[config.mk]
export PLATFORM = sky130hd
export DESIGN_NAME = midi1_bytes_to_ump_words
export DESIGN_NICKNAME = d
export VERILOG_FILES = /design/src/hw/rtl/m1bu_pkg.sv /design/src/hw/rtl/midi1_bytes_to_ump_words.sv /design/src/hw/rtl/m1bu_front.sv /design/src/hw/rtl/m1bu_job_q.sv /design/src/hw/rtl/m1bu_back.sv
export SDC_FILE = /design/constraint.sdc
export NUM_CORES = 1
export LEC_CHECK = 0
export ABC_CLOCK_PERIOD_IN_PS = 10600
export BUFFER_PORTS_ARGS = -buffer_cell sky130_fd_sc_hd__buf_2
export CORE_MARGIN = 10
export CORE_UTILIZATION = 40
export DETAILED_ROUTE_END_ITERATION = 7
export GPL_TIMING_DRIVEN = 0
export PLACE_DENSITY = 0.62
export SETUP_SLACK_MARGIN = 0.02
export SYNTH_ARGS = -nofsm -noshare
export SYNTH_HDL_FRONTEND = slang
export SYNTH_SLANG_ARGS = --single-unit
[constraint.sdc]
create_clock -name clk -period 10.6 [get_ports clk]
set_input_delay 2.12 -clock clk [delete_from_list [all_inputs] [get_ports clk]]
set_output_delay 2.12 -clock clk [all_outputs]
set_load 0.005 [all_outputs]
[src/hw/rtl/m1bu_pkg.sv]
// ----------------------------------------------------------------------------
// m1bu_pkg
// Shared types and constants for the MIDI 1.0 byte to UMP word converter.
// ----------------------------------------------------------------------------
`default_nettype none

package m1bu_pkg;

  localparam logic [7:0] BYTE_SYSEX_START = 8'hF0;
  localparam logic [7:0] BYTE_MTC_QF      = 8'hF1;
  localparam logic [7:0] BYTE_SONG_POS    = 8'hF2;
  localparam logic [7:0] BYTE_SONG_SEL    = 8'hF3;
  localparam logic [7:0] BYTE_SYSEX_END   = 8'hF7;
  localparam logic [7:0] BYTE_REALTIME    = 8'hF8;
  localparam logic [3:0] KIND_PROG_CHG    = 4'hC;
  localparam logic [3:0] KIND_CHAN_PRESS  = 4'hD;

  localparam logic [3:0] UMP_TYPE_SYSTEM  = 4'h1;
  localparam logic [3:0] UMP_TYPE_VOICE1  = 4'h2;
  localparam logic [3:0] UMP_TYPE_SYSEX7  = 4'h3;
  localparam logic [3:0] UMP_GROUP        = 4'h0;

  localparam logic [3:0] SX_COMPLETE      = 4'h0;
  localparam logic [3:0] SX_START         = 4'h1;
  localparam logic [3:0] SX_CONTINUE      = 4'h2;
  localparam logic [3:0] SX_END           = 4'h3;

  localparam int SX_CAP      = 6;
  localparam int SX_FILL_W   = 3;
  localparam int JOB_Q_DEPTH = 2;
  localparam int JOB_Q_AW    = $clog2(JOB_Q_DEPTH);
  localparam int JOB_Q_CW    = $clog2(JOB_Q_DEPTH + 1);

  typedef logic [SX_CAP-1:0][6:0] sx_bytes_t;

  // words owed for one input byte: optional sysex packet, then optional single word
  typedef struct packed {
    logic                 sx_en;
    logic [3:0]           sx_code;
    logic [SX_FILL_W-1:0] sx_fill;
    sx_bytes_t            sx_bytes;
    logic                 one_en;
    logic [31:0]          one_word;
  } job_t;

endpackage

`default_nettype wire

[src/hw/rtl/midi1_bytes_to_ump_words.sv]
// ----------------------------------------------------------------------------
// midi1_bytes_to_ump_words
// MIDI 1.0 byte stream to 32-bit Universal MIDI Packet words, group 0.
// ----------------------------------------------------------------------------
//  channel | dir | tdata                 | tuser / tlast
//  in_     | in  | [7:0] midi_byte       | tuser[0] restart
//  out_    | out | [31:0] ump_word       | tlast last_of_run
//
//  A byte is parsed in its accept cycle; words leave one per beat from a
//  registered output, so a byte yields 1 to 3 words (0 if absorbed).
//  Sustained rate is set by the output serializer: one word per cycle while out_tready is high.
//  A two-job queue lets the parser keep taking bytes while words drain.
//  Synchronous active-low reset clears parser, queue and output valid.
// ----------------------------------------------------------------------------
`default_nettype none

module midi1_bytes_to_ump_words (
  input  wire logic        clk,
  input  wire logic        rst_n,
  input  wire logic        in_tvalid,
  output logic             in_tready,
  input  wire logic [7:0]  in_tdata,   // [7:0] midi_byte
  input  wire logic [0:0]  in_tuser,   // [0] restart
  output logic             out_tvalid,
  input  wire logic        out_tready,
  output logic [31:0]      out_tdata,  // [31:0] ump_word
  output logic             out_tlast
);

  m1bu_pkg::job_t push_job;
  m1bu_pkg::job_t head_job;
  logic           push;
  logic           pop;
  logic           head_valid;
  logic           q_full;
  logic           accept;

  assign in_tready = !q_full;
  assign accept    = in_tvalid && in_tready;

  m1bu_front u_front (
    .clk         (clk),
    .rst_n       (rst_n),
    .accept_i    (accept),
    .midi_byte_i (in_tdata),
    .restart_i   (in_tuser[0]),
    .job_o       (push_job),
    .job_push_o  (push)
  );

  m1bu_job_q u_job_q (
    .clk          (clk),
    .rst_n        (rst_n),
    .push_i       (push),
    .push_job_i   (push_job),
    .pop_i        (pop),
    .head_o       (head_job),
    .head_valid_o (head_valid),
    .full_o       (q_full)
  );

  m1bu_back u_back (
    .clk          (clk),
    .rst_n        (rst_n),
    .head_i       (head_job),
    .head_valid_i (head_valid),
    .pop_o        (pop),
    .out_tvalid   (out_tvalid),
    .out_tready   (out_tready),
    .out_tdata    (out_tdata),
    .out_tlast    (out_tlast)
  );

endmodule

`default_nettype wire

[src/hw/rtl/m1bu_front.sv]
// ----------------------------------------------------------------------------
// m1bu_front
// Byte parser: running status, data collection and sysex packing; hands the
// words owed for each byte to the job queue.
// ----------------------------------------------------------------------------
`default_nettype none

module m1bu_front (
  input  wire logic           clk,
  input  wire logic           rst_n,
  input  wire logic           accept_i,
  input  wire logic [7:0]     midi_byte_i,
  input  wire logic           restart_i,
  output m1bu_pkg::job_t      job_o,
  output logic                job_push_o
);

  logic [7:0]                     rs_r, rs_nxt;
  logic [1:0]                     need_r, need_nxt;
  logic [1:0]                     held_r, held_nxt;
  logic [6:0]                     hd0_r, hd0_nxt;
  logic [6:0]                     hd1_r, hd1_nxt;
  logic                           ix_r, ix_nxt;
  logic                           beg_r, beg_nxt;
  logic [m1bu_pkg::SX_FILL_W-1:0] fill_r, fill_nxt;
  m1bu_pkg::sx_bytes_t            buf_r, buf_nxt;
  m1bu_pkg::job_t                 job;

  always_comb begin
    logic [7:0] b;
    logic [1:0] held_inc;
    logic [3:0] wtype;
    b        = midi_byte_i;
    rs_nxt   = restart_i ? '0 : rs_r;
    need_nxt = restart_i ? '0 : need_r;
    held_nxt = restart_i ? '0 : held_r;
    hd0_nxt  = restart_i ? '0 : hd0_r;
    hd1_nxt  = restart_i ? '0 : hd1_r;
    ix_nxt   = restart_i ? 1'b0 : ix_r;
    beg_nxt  = restart_i ? 1'b0 : beg_r;
    fill_nxt = restart_i ? '0 : fill_r;
    buf_nxt  = restart_i ? '0 : buf_r;
    job      = '0;
    held_inc = '0;
    wtype    = '0;

    priority if (b >= m1bu_pkg::BYTE_REALTIME) begin
      job.one_en   = 1'b1;
      job.one_word = {m1bu_pkg::UMP_TYPE_SYSTEM, m1bu_pkg::UMP_GROUP, b, 16'h0000};
    end else if (b == m1bu_pkg::BYTE_SYSEX_START || b == m1bu_pkg::BYTE_SYSEX_END) begin
      if (ix_nxt) begin
        job.sx_en    = 1'b1;
        job.sx_code  = beg_nxt ? m1bu_pkg::SX_END : m1bu_pkg::SX_COMPLETE;
        job.sx_fill  = fill_nxt;
        job.sx_bytes = buf_nxt;
      end
      ix_nxt   = (b == m1bu_pkg::BYTE_SYSEX_START);
      beg_nxt  = ix_nxt ? 1'b0 : (beg_nxt | job.sx_en);
      fill_nxt = '0;
      buf_nxt  = '0;
      if (b == m1bu_pkg::BYTE_SYSEX_START) begin
        rs_nxt   = '0;
        held_nxt = '0;
      end
    end else if (ix_nxt && !b[7]) begin
      buf_nxt[fill_nxt] = b[6:0];
      if (fill_nxt == m1bu_pkg::SX_FILL_W'(m1bu_pkg::SX_CAP - 1)) begin
        job.sx_en    = 1'b1;
        job.sx_code  = beg_nxt ? m1bu_pkg::SX_CONTINUE : m1bu_pkg::SX_START;
        job.sx_fill  = m1bu_pkg::SX_FILL_W'(m1bu_pkg::SX_CAP);
        job.sx_bytes = buf_nxt;
        beg_nxt      = 1'b1;
        fill_nxt     = '0;
        buf_nxt      = '0;
      end else begin
        fill_nxt = fill_nxt + 1'b1;
      end
    end else begin
      if (ix_nxt) begin
        // status byte closes the open sysex
        job.sx_en    = 1'b1;
        job.sx_code  = beg_nxt ? m1bu_pkg::SX_END : m1bu_pkg::SX_COMPLETE;
        job.sx_fill  = fill_nxt;
        job.sx_bytes = buf_nxt;
        ix_nxt       = 1'b0;
        beg_nxt      = 1'b1;
        fill_nxt     = '0;
        buf_nxt      = '0;
      end
      if (b[7]) begin
        held_nxt = '0;
        if (b < m1bu_pkg::BYTE_SYSEX_START) begin
          rs_nxt   = b;
          need_nxt = (b[7:4] == m1bu_pkg::KIND_PROG_CHG ||
                      b[7:4] == m1bu_pkg::KIND_CHAN_PRESS) ? 2'd1 : 2'd2;
        end else if (b == m1bu_pkg::BYTE_MTC_QF || b == m1bu_pkg::BYTE_SONG_SEL) begin
          rs_nxt   = b;
          need_nxt = 2'd1;
        end else if (b == m1bu_pkg::BYTE_SONG_POS) begin
          rs_nxt   = b;
          need_nxt = 2'd2;
        end else begin
          rs_nxt       = '0;
          job.one_en   = 1'b1;
          job.one_word = {m1bu_pkg::UMP_TYPE_SYSTEM, m1bu_pkg::UMP_GROUP, b, 16'h0000};
        end
      end else if (rs_nxt != '0) begin
        if (held_nxt[0]) begin
          hd1_nxt = b[6:0];
        end else begin
          hd0_nxt = b[6:0];
        end
        held_inc = held_nxt + 2'd1;
        held_nxt = held_inc;
        if (held_inc >= need_nxt) begin
          wtype = (rs_nxt >= m1bu_pkg::BYTE_SYSEX_START) ?
                  m1bu_pkg::UMP_TYPE_SYSTEM : m1bu_pkg::UMP_TYPE_VOICE1;
          job.one_en   = 1'b1;
          job.one_word = {wtype, m1bu_pkg::UMP_GROUP, rs_nxt, 1'b0, hd0_nxt,
                          (need_nxt == 2'd2) ? {1'b0, hd1_nxt} : 8'h00};
          held_nxt = '0;
          if (rs_nxt >= m1bu_pkg::BYTE_SYSEX_START) begin
            rs_nxt = '0;
          end
        end
      end
    end
  end

  assign job_o      = job;
  assign job_push_o = accept_i && (job.sx_en || job.one_en);

  always_ff @(posedge clk) begin
    if (!rst_n) begin
      rs_r   <= '0;
      need_r <= '0;
      held_r <= '0;
      hd0_r  <= '0;
      hd1_r  <= '0;
      ix_r   <= 1'b0;
      beg_r  <= 1'b0;
      fill_r <= '0;
      buf_r  <= '0;
    end else if (accept_i) begin
      rs_r   <= rs_nxt;
      need_r <= need_nxt;
      held_r <= held_nxt;
      hd0_r  <= hd0_nxt;
      hd1_r  <= hd1_nxt;
      ix_r   <= ix_nxt;
      beg_r  <= beg_nxt;
      fill_r <= fill_nxt;
      buf_r  <= buf_nxt;
    end
  end

endmodule

`default_nettype wire

[src/hw/rtl/m1bu_job_q.sv]
// ----------------------------------------------------------------------------
// m1bu_job_q
// Small job queue between parser and word serializer.
// ----------------------------------------------------------------------------
`default_nettype none

module m1bu_job_q (
  input  wire logic           clk,
  input  wire logic           rst_n,
  input  wire logic           push_i,
  input  wire m1bu_pkg::job_t push_job_i,
  input  wire logic           pop_i,
  output m1bu_pkg::job_t      head_o,
  output logic                head_valid_o,
  output logic                full_o
);

  m1bu_pkg::job_t                  mem_r [m1bu_pkg::JOB_Q_DEPTH];
  logic [m1bu_pkg::JOB_Q_AW-1:0]   wr_r, wr_nxt;
  logic [m1bu_pkg::JOB_Q_AW-1:0]   rd_r, rd_nxt;
  logic [m1bu_pkg::JOB_Q_CW-1:0]   cnt_r, cnt_nxt;

  assign head_o       = mem_r[rd_r];
  assign head_valid_o = (cnt_r != '0);
  assign full_o       = (cnt_r == m1bu_pkg::JOB_Q_CW'(m1bu_pkg::JOB_Q_DEPTH));

  always_comb begin
    wr_nxt  = push_i ? ((wr_r == m1bu_pkg::JOB_Q_AW'(m1bu_pkg::JOB_Q_DEPTH - 1)) ?
                        '0 : wr_r + 1'b1) : wr_r;
    rd_nxt  = pop_i  ? ((rd_r == m1bu_pkg::JOB_Q_AW'(m1bu_pkg::JOB_Q_DEPTH - 1)) ?
                        '0 : rd_r + 1'b1) : rd_r;
    cnt_nxt = cnt_r + m1bu_pkg::JOB_Q_CW'(push_i) - m1bu_pkg::JOB_Q_CW'(pop_i);
  end

  always_ff @(posedge clk) begin
    if (push_i) begin
      mem_r[wr_r] <= push_job_i;
    end
  end

  always_ff @(posedge clk) begin
    if (!rst_n) begin
      wr_r  <= '0;
      rd_r  <= '0;
      cnt_r <= '0;
    end else begin
      wr_r  <= wr_nxt;
      rd_r  <= rd_nxt;
      cnt_r <= cnt_nxt;
    end
  end

endmodule

`default_nettype wire

[src/hw/rtl/m1bu_back.sv]
// ----------------------------------------------------------------------------
// m1bu_back
// Word serializer: formats sysex packets and sends one word per beat from the
// queued job, marking the final word of each job.
// ----------------------------------------------------------------------------
`default_nettype none

module m1bu_back (
  input  wire logic           clk,
  input  wire logic           rst_n,
  input  wire m1bu_pkg::job_t head_i,
  input  wire logic           head_valid_i,
  output logic                pop_o,
  output logic                out_tvalid,
  input  wire logic           out_tready,
  output logic [31:0]         out_tdata,
  output logic                out_tlast
);

  logic [1:0]  idx_r, idx_nxt;
  logic        vld_r, vld_nxt;
  logic [31:0] data_r, data_nxt;
  logic        last_r, last_nxt;

  always_comb begin
    logic [31:0] w0;
    logic [31:0] w1;
    logic [1:0]  total;
    logic        adv;
    w0 = {m1bu_pkg::UMP_TYPE_SYSEX7, m1bu_pkg::UMP_GROUP, head_i.sx_code,
          1'b0, head_i.sx_fill, 1'b0, head_i.sx_bytes[0], 1'b0, head_i.sx_bytes[1]};
    w1 = {1'b0, head_i.sx_bytes[2], 1'b0, head_i.sx_bytes[3],
          1'b0, head_i.sx_bytes[4], 1'b0, head_i.sx_bytes[5]};
    total = (head_i.sx_en ? 2'd2 : 2'd0) + {1'b0, head_i.one_en};
    adv   = head_valid_i && (!vld_r || out_tready);

    idx_nxt  = idx_r;
    vld_nxt  = vld_r && !out_tready;
    data_nxt = data_r;
    last_nxt = last_r;
    pop_o    = 1'b0;

    if (adv) begin
      vld_nxt  = 1'b1;
      last_nxt = (idx_r == total - 2'd1);
      if (head_i.sx_en && idx_r == 2'd0) begin
        data_nxt = w0;
      end else if (head_i.sx_en && idx_r == 2'd1) begin
        data_nxt = w1;
      end else begin
        data_nxt = head_i.one_word;
      end
      if (last_nxt) begin
        pop_o   = 1'b1;
        idx_nxt = '0;
      end else begin
        idx_nxt = idx_r + 2'd1;
      end
    end
  end

  always_ff @(posedge clk) begin
    data_r <= data_nxt;
    last_r <= last_nxt;
  end

  always_ff @(posedge clk) begin
    if (!rst_n) begin
      idx_r <= '0;
      vld_r <= 1'b0;
    end else begin
      idx_r <= idx_nxt;
      vld_r <= vld_nxt;
    end
  end

  assign out_tvalid = vld_r;
  assign out_tdata  = data_r;
  assign out_tlast  = last_r;

endmodule

`default_nettype wire

==> results.sh <==
export IMPL_fmax_mhz=176
export IMPL_status="completed"
export IMPL_routabilityCongestion=0.904
export IMPL_critPathKind="in -> reg"
export IMPL_ant_nets=0
export IMPL_yosysSeqAreaShare_pct=61.2
export IMPL_cts_resized_gates=0
export IMPL_pin_count=48
export IMPL_ys_ff_latch=257
export IMPL_htreeDepth=1
export IMPL_cap_viol_max_count=0
export IMPL_portBuffers=38
export IMPL_required_ps=10830
export IMPL_drt_initial_drc_count=873
export IMPL_synth_ff_type="edfxtp_1"
export IMPL_rsz0062_at_grt="no"
export IMPL_relSlewSlack_pct=23.0
export IMPL_power_density_mw_per_mm2=191
export IMPL_syn2layout_area_growth_pct=15.3
export IMPL_max_clock_path_buffers=3
export IMPL_synth_top_area_share_pct=46.9
export IMPL_postSynthAreaPerCell_sq_um=11.5
export IMPL_synthTopCellsByCount="edfxtp_1 (176), dfxtp_1 (81), a21oi_1 (80), nor2_1 (75)"
export IMPL_hpwl_um=21600
export IMPL_ir_drop_uv=112
export IMPL_synth_cell_types=70
export IMPL_cts_root_buf="clkbuf_16"
export IMPL_final_nets=1081
export IMPL_pre_cts_ws_ps=4400
export IMPL_fp_row_count=61
export IMPL_crit_path_max_fanout=18
export IMPL_grt_overflow=0
export IMPL_cts_tree="done"
export IMPL_initial_utilization_pct=40.6
export IMPL_drive_above_1_share_pct=10.9
export IMPL_clk_pin_slew_ps=60
export IMPL_synth_async_reset_ratio_pct=0
export IMPL_fin_util_pct=46.8
export IMPL_synth_area_sq_mm=0.0113
export IMPL_p_clk_share_pct=35.7
export IMPL_finalWorstSetupSlack_ps=4930
export IMPL_pwr_share_comb_pct=17.4
export IMPL_power_switching_w=0.000676
export IMPL_sw_frac_of_total_pct=27.2
export IMPL_syn_inst=983
export IMPL_avgViaCountPerCell=5.67
export IMPL_wl_per_cell_um=21.4
export IMPL_post_cts_buffers=0
export IMPL_dieArea_sq_mm=0.0353
export IMPL_die_h_um=188
export IMPL_drtPass1Iterations=5
export IMPL_max_slew_worst_pin_slew_ps=1140
export IMPL_n_antenna_cell=0
export IMPL_grt_first_pass_wirelength_um=47300
export IMPL_via_count=8272
export IMPL_leakagePower_nw=4.48
export IMPL_seq_power_share_pct=46.9
export IMPL_die_width_um=188
export IMPL_grt_pass1_vias=8018
export IMPL_cp_end_kind="flop"
export IMPL_final_max_slew_viol_count=0
export IMPL_yosys_warnings=0
export IMPL_numCtsBuffers=27
export IMPL_antenna_found_initial=0
export IMPL_yosysMostFrequentCell="edfxtp_1"
export IMPL_synth_edf_count=176
export IMPL_cts_hold_buf=0
export IMPL_arrival_ps=5900
export IMPL_drcViolationCount=0
export IMPL_clock_sink_count=257
export IMPL_synth_area_leaders="edfxtp_1 (47%), dfxtp_1 (14%), a21oi_1 (3.6%), mux2i_1 (3.5%), a221oi_1 (3.0%)"
export IMPL_p_int_w=0.00181
export IMPL_core_area_sq_mm=0.0278
export IMPL_finalSetupViolations=0
export IMPL_start_kind="primary input"
export IMPL_fin_crit_ps=5670
export IMPL_global_route_usage_total_pct=16.9
export IMPL_routed_wl_um=31200
export IMPL_clock_latency_ps=530
export IMPL_hold_viol_final=0
export IMPL_grt_start_max_net_pins=33
export IMPL_hold_path_class="reg -> reg"
export IMPL_finalClockSkew_ps=11.0
export IMPL_yosys_area_top_type="edfxtp_1"
export IMPL_period_share_pct=53.5
## cells in the final DEF (no fill, tap or decap), drive strengths merged, types with 5 or more instances in the layout
cell type / synthesis / routed
edfxtp: 176 / 176
clkbuf: 59 / 101
dfxtp: 81 / 81
a21oi: 81 / 81
nor2: 75 / 75
buf: 22 / 70
nand2: 61 / 61
nand3: 45 / 45
nand2b: 42 / 42
mux2i: 40 / 40
a221oi: 38 / 38
a22o: 35 / 35
and3: 32 / 32
o21ai: 28 / 28
a22oi: 16 / 16
inv: 16 / 16
nor3: 13 / 13
o22ai: 10 / 10
nand3b: 9 / 9
a21o: 9 / 9
nor2b: 7 / 7
nor3b: 7 / 7
a32oi: 7 / 7
nand4: 7 / 7
ha: 6 / 6
and2: 5 / 5
clkinv: 1 / 5
## power by group through the flow
stage | combinational, W | clock, W | sequential, W
3_5_place_dp | 0.000421 | 0 | 0.00119
4_1_cts | 0.000422 | 0.000895 | 0.00117
6_report | 0.000431 | 0.000886 | 0.00116
3_3_place_gp | 0.000408 | 0 | 0.00119
2_1_floorplan | 0.000254 | 0 | 0.00119
5_1_grt | 0.000470 | 0.000935 | 0.00117
## sequential cells by signal (all words and copies together), names as in the netlist, named ones only
| name | cells |
|---|---|
| u_front.rs_r | 8 |
| u_front.buf_r | 42 |
| u_job_q.cnt_r | 2 |
| u_front.held_r | 2 |
| u_job_q.wr_r | 1 |
| u_back.out_tlast | 1 |
| u_job_q.rd_r | 1 |
| u_front.need_r | 2 |
| u_front.fill_r | 3 |
| u_back.out_tvalid | 1 |
| u_front.hd1_r | 7 |
| u_front.beg_r | 1 |
| u_back.idx_r | 2 |
| u_front.ix_r | 1 |
| u_back.out_tdata | 29 |
| u_job_q.mem_r | 146 |
| u_front.hd0_r | 7 |
## per-stage QoR
step	cells	cell area (sq um)	total power, W	hold slack, ps	TNS [ps]
6_report	1459	13000	0.00248	427	0
5_1_grt	1459	13000	0.00257	443	0
4_1_cts	1458	13000	0.00248	430	0
3_5_place_dp	1410	12200	0.00161	421	0
3_3_place_gp	1401	11900	0.00160	416	-363630
2_1_floorplan	985	11300	0.00145	409	0
## worst max-delay path: stages
cell	delay [ps]
buf_2	230
buf_1	500
clkbuf_1	470
nor2b_1	100
ha_1	280
nand2b_1	120
a21o_2	210
a32o_2	230
nand2_2	170
a211oi_4	770
buf_8	270
buf_8	200
buf_8	180
## final cells by class
class / instances / area [sq um]
Clock inverter: 6 / 55.1
Multi-Input combinational cell: 630 / 4010
Timing Repair Buffer: 48 / 403
Clock buffer: 42 / 762
Tap cell: 378 / 473
Inverter: 17 / 63.8
Sequential cell: 257 / 6910
Fill cell: 2619 / 14800
Buffer: 81 / 332
## final timing paths
kind,cells after the start,slack (ps),from,endpoint
max,13,4930,in_tuser,u_job_q.mem_r[0][74]$_DFFE_PP_
min reg2reg,2,430,u_front.buf_r[41]$_SDFFE_PN0P_,u_front.buf_r[41]$_SDFFE_PN0P_
min,2,430,u_front.buf_r[41]$_SDFFE_PN0P_,u_front.buf_r[41]$_SDFFE_PN0P_
max reg2reg,11,6960,u_front.held_r[0]$_SDFFE_PN0P_,u_job_q.mem_r[0][74]$_DFFE_PP_
## metal layers
| layer | share of wire, % | GRT usage [%] | vias up |
|---|---|---|---|
| li1 | - | - | 3855 |
| met1 | 45 | 23.4 | 4033 |
| met2 | 45 | 26.8 | 327 |
| met3 | 7.0 | 2.43 | 57 |
| met4 | 2.8 | 5.69 | 0 |
| met5 | 0 | 0 | - |
## logic make-up (layout without fill, tap and decap cells)
logic type | count (synthesis) | after routing | synth area share [%]
DFF | 257 | 257 | 61.2
other | 1 | 3 | 0.0332
and+or+nand+nor | 322 | 322 | 14.8
xor gates and xnor gates | 5 | 5 | 0.388
muxes | 42 | 42 | 3.86
buffers and inverters | 98 | 194 | 3.51
AOI/OAI and AO/OA | 252 | 252 | 15.5
adders and majority gates | 6 | 6 | 0.666
(Power assumes the default switching activity.)
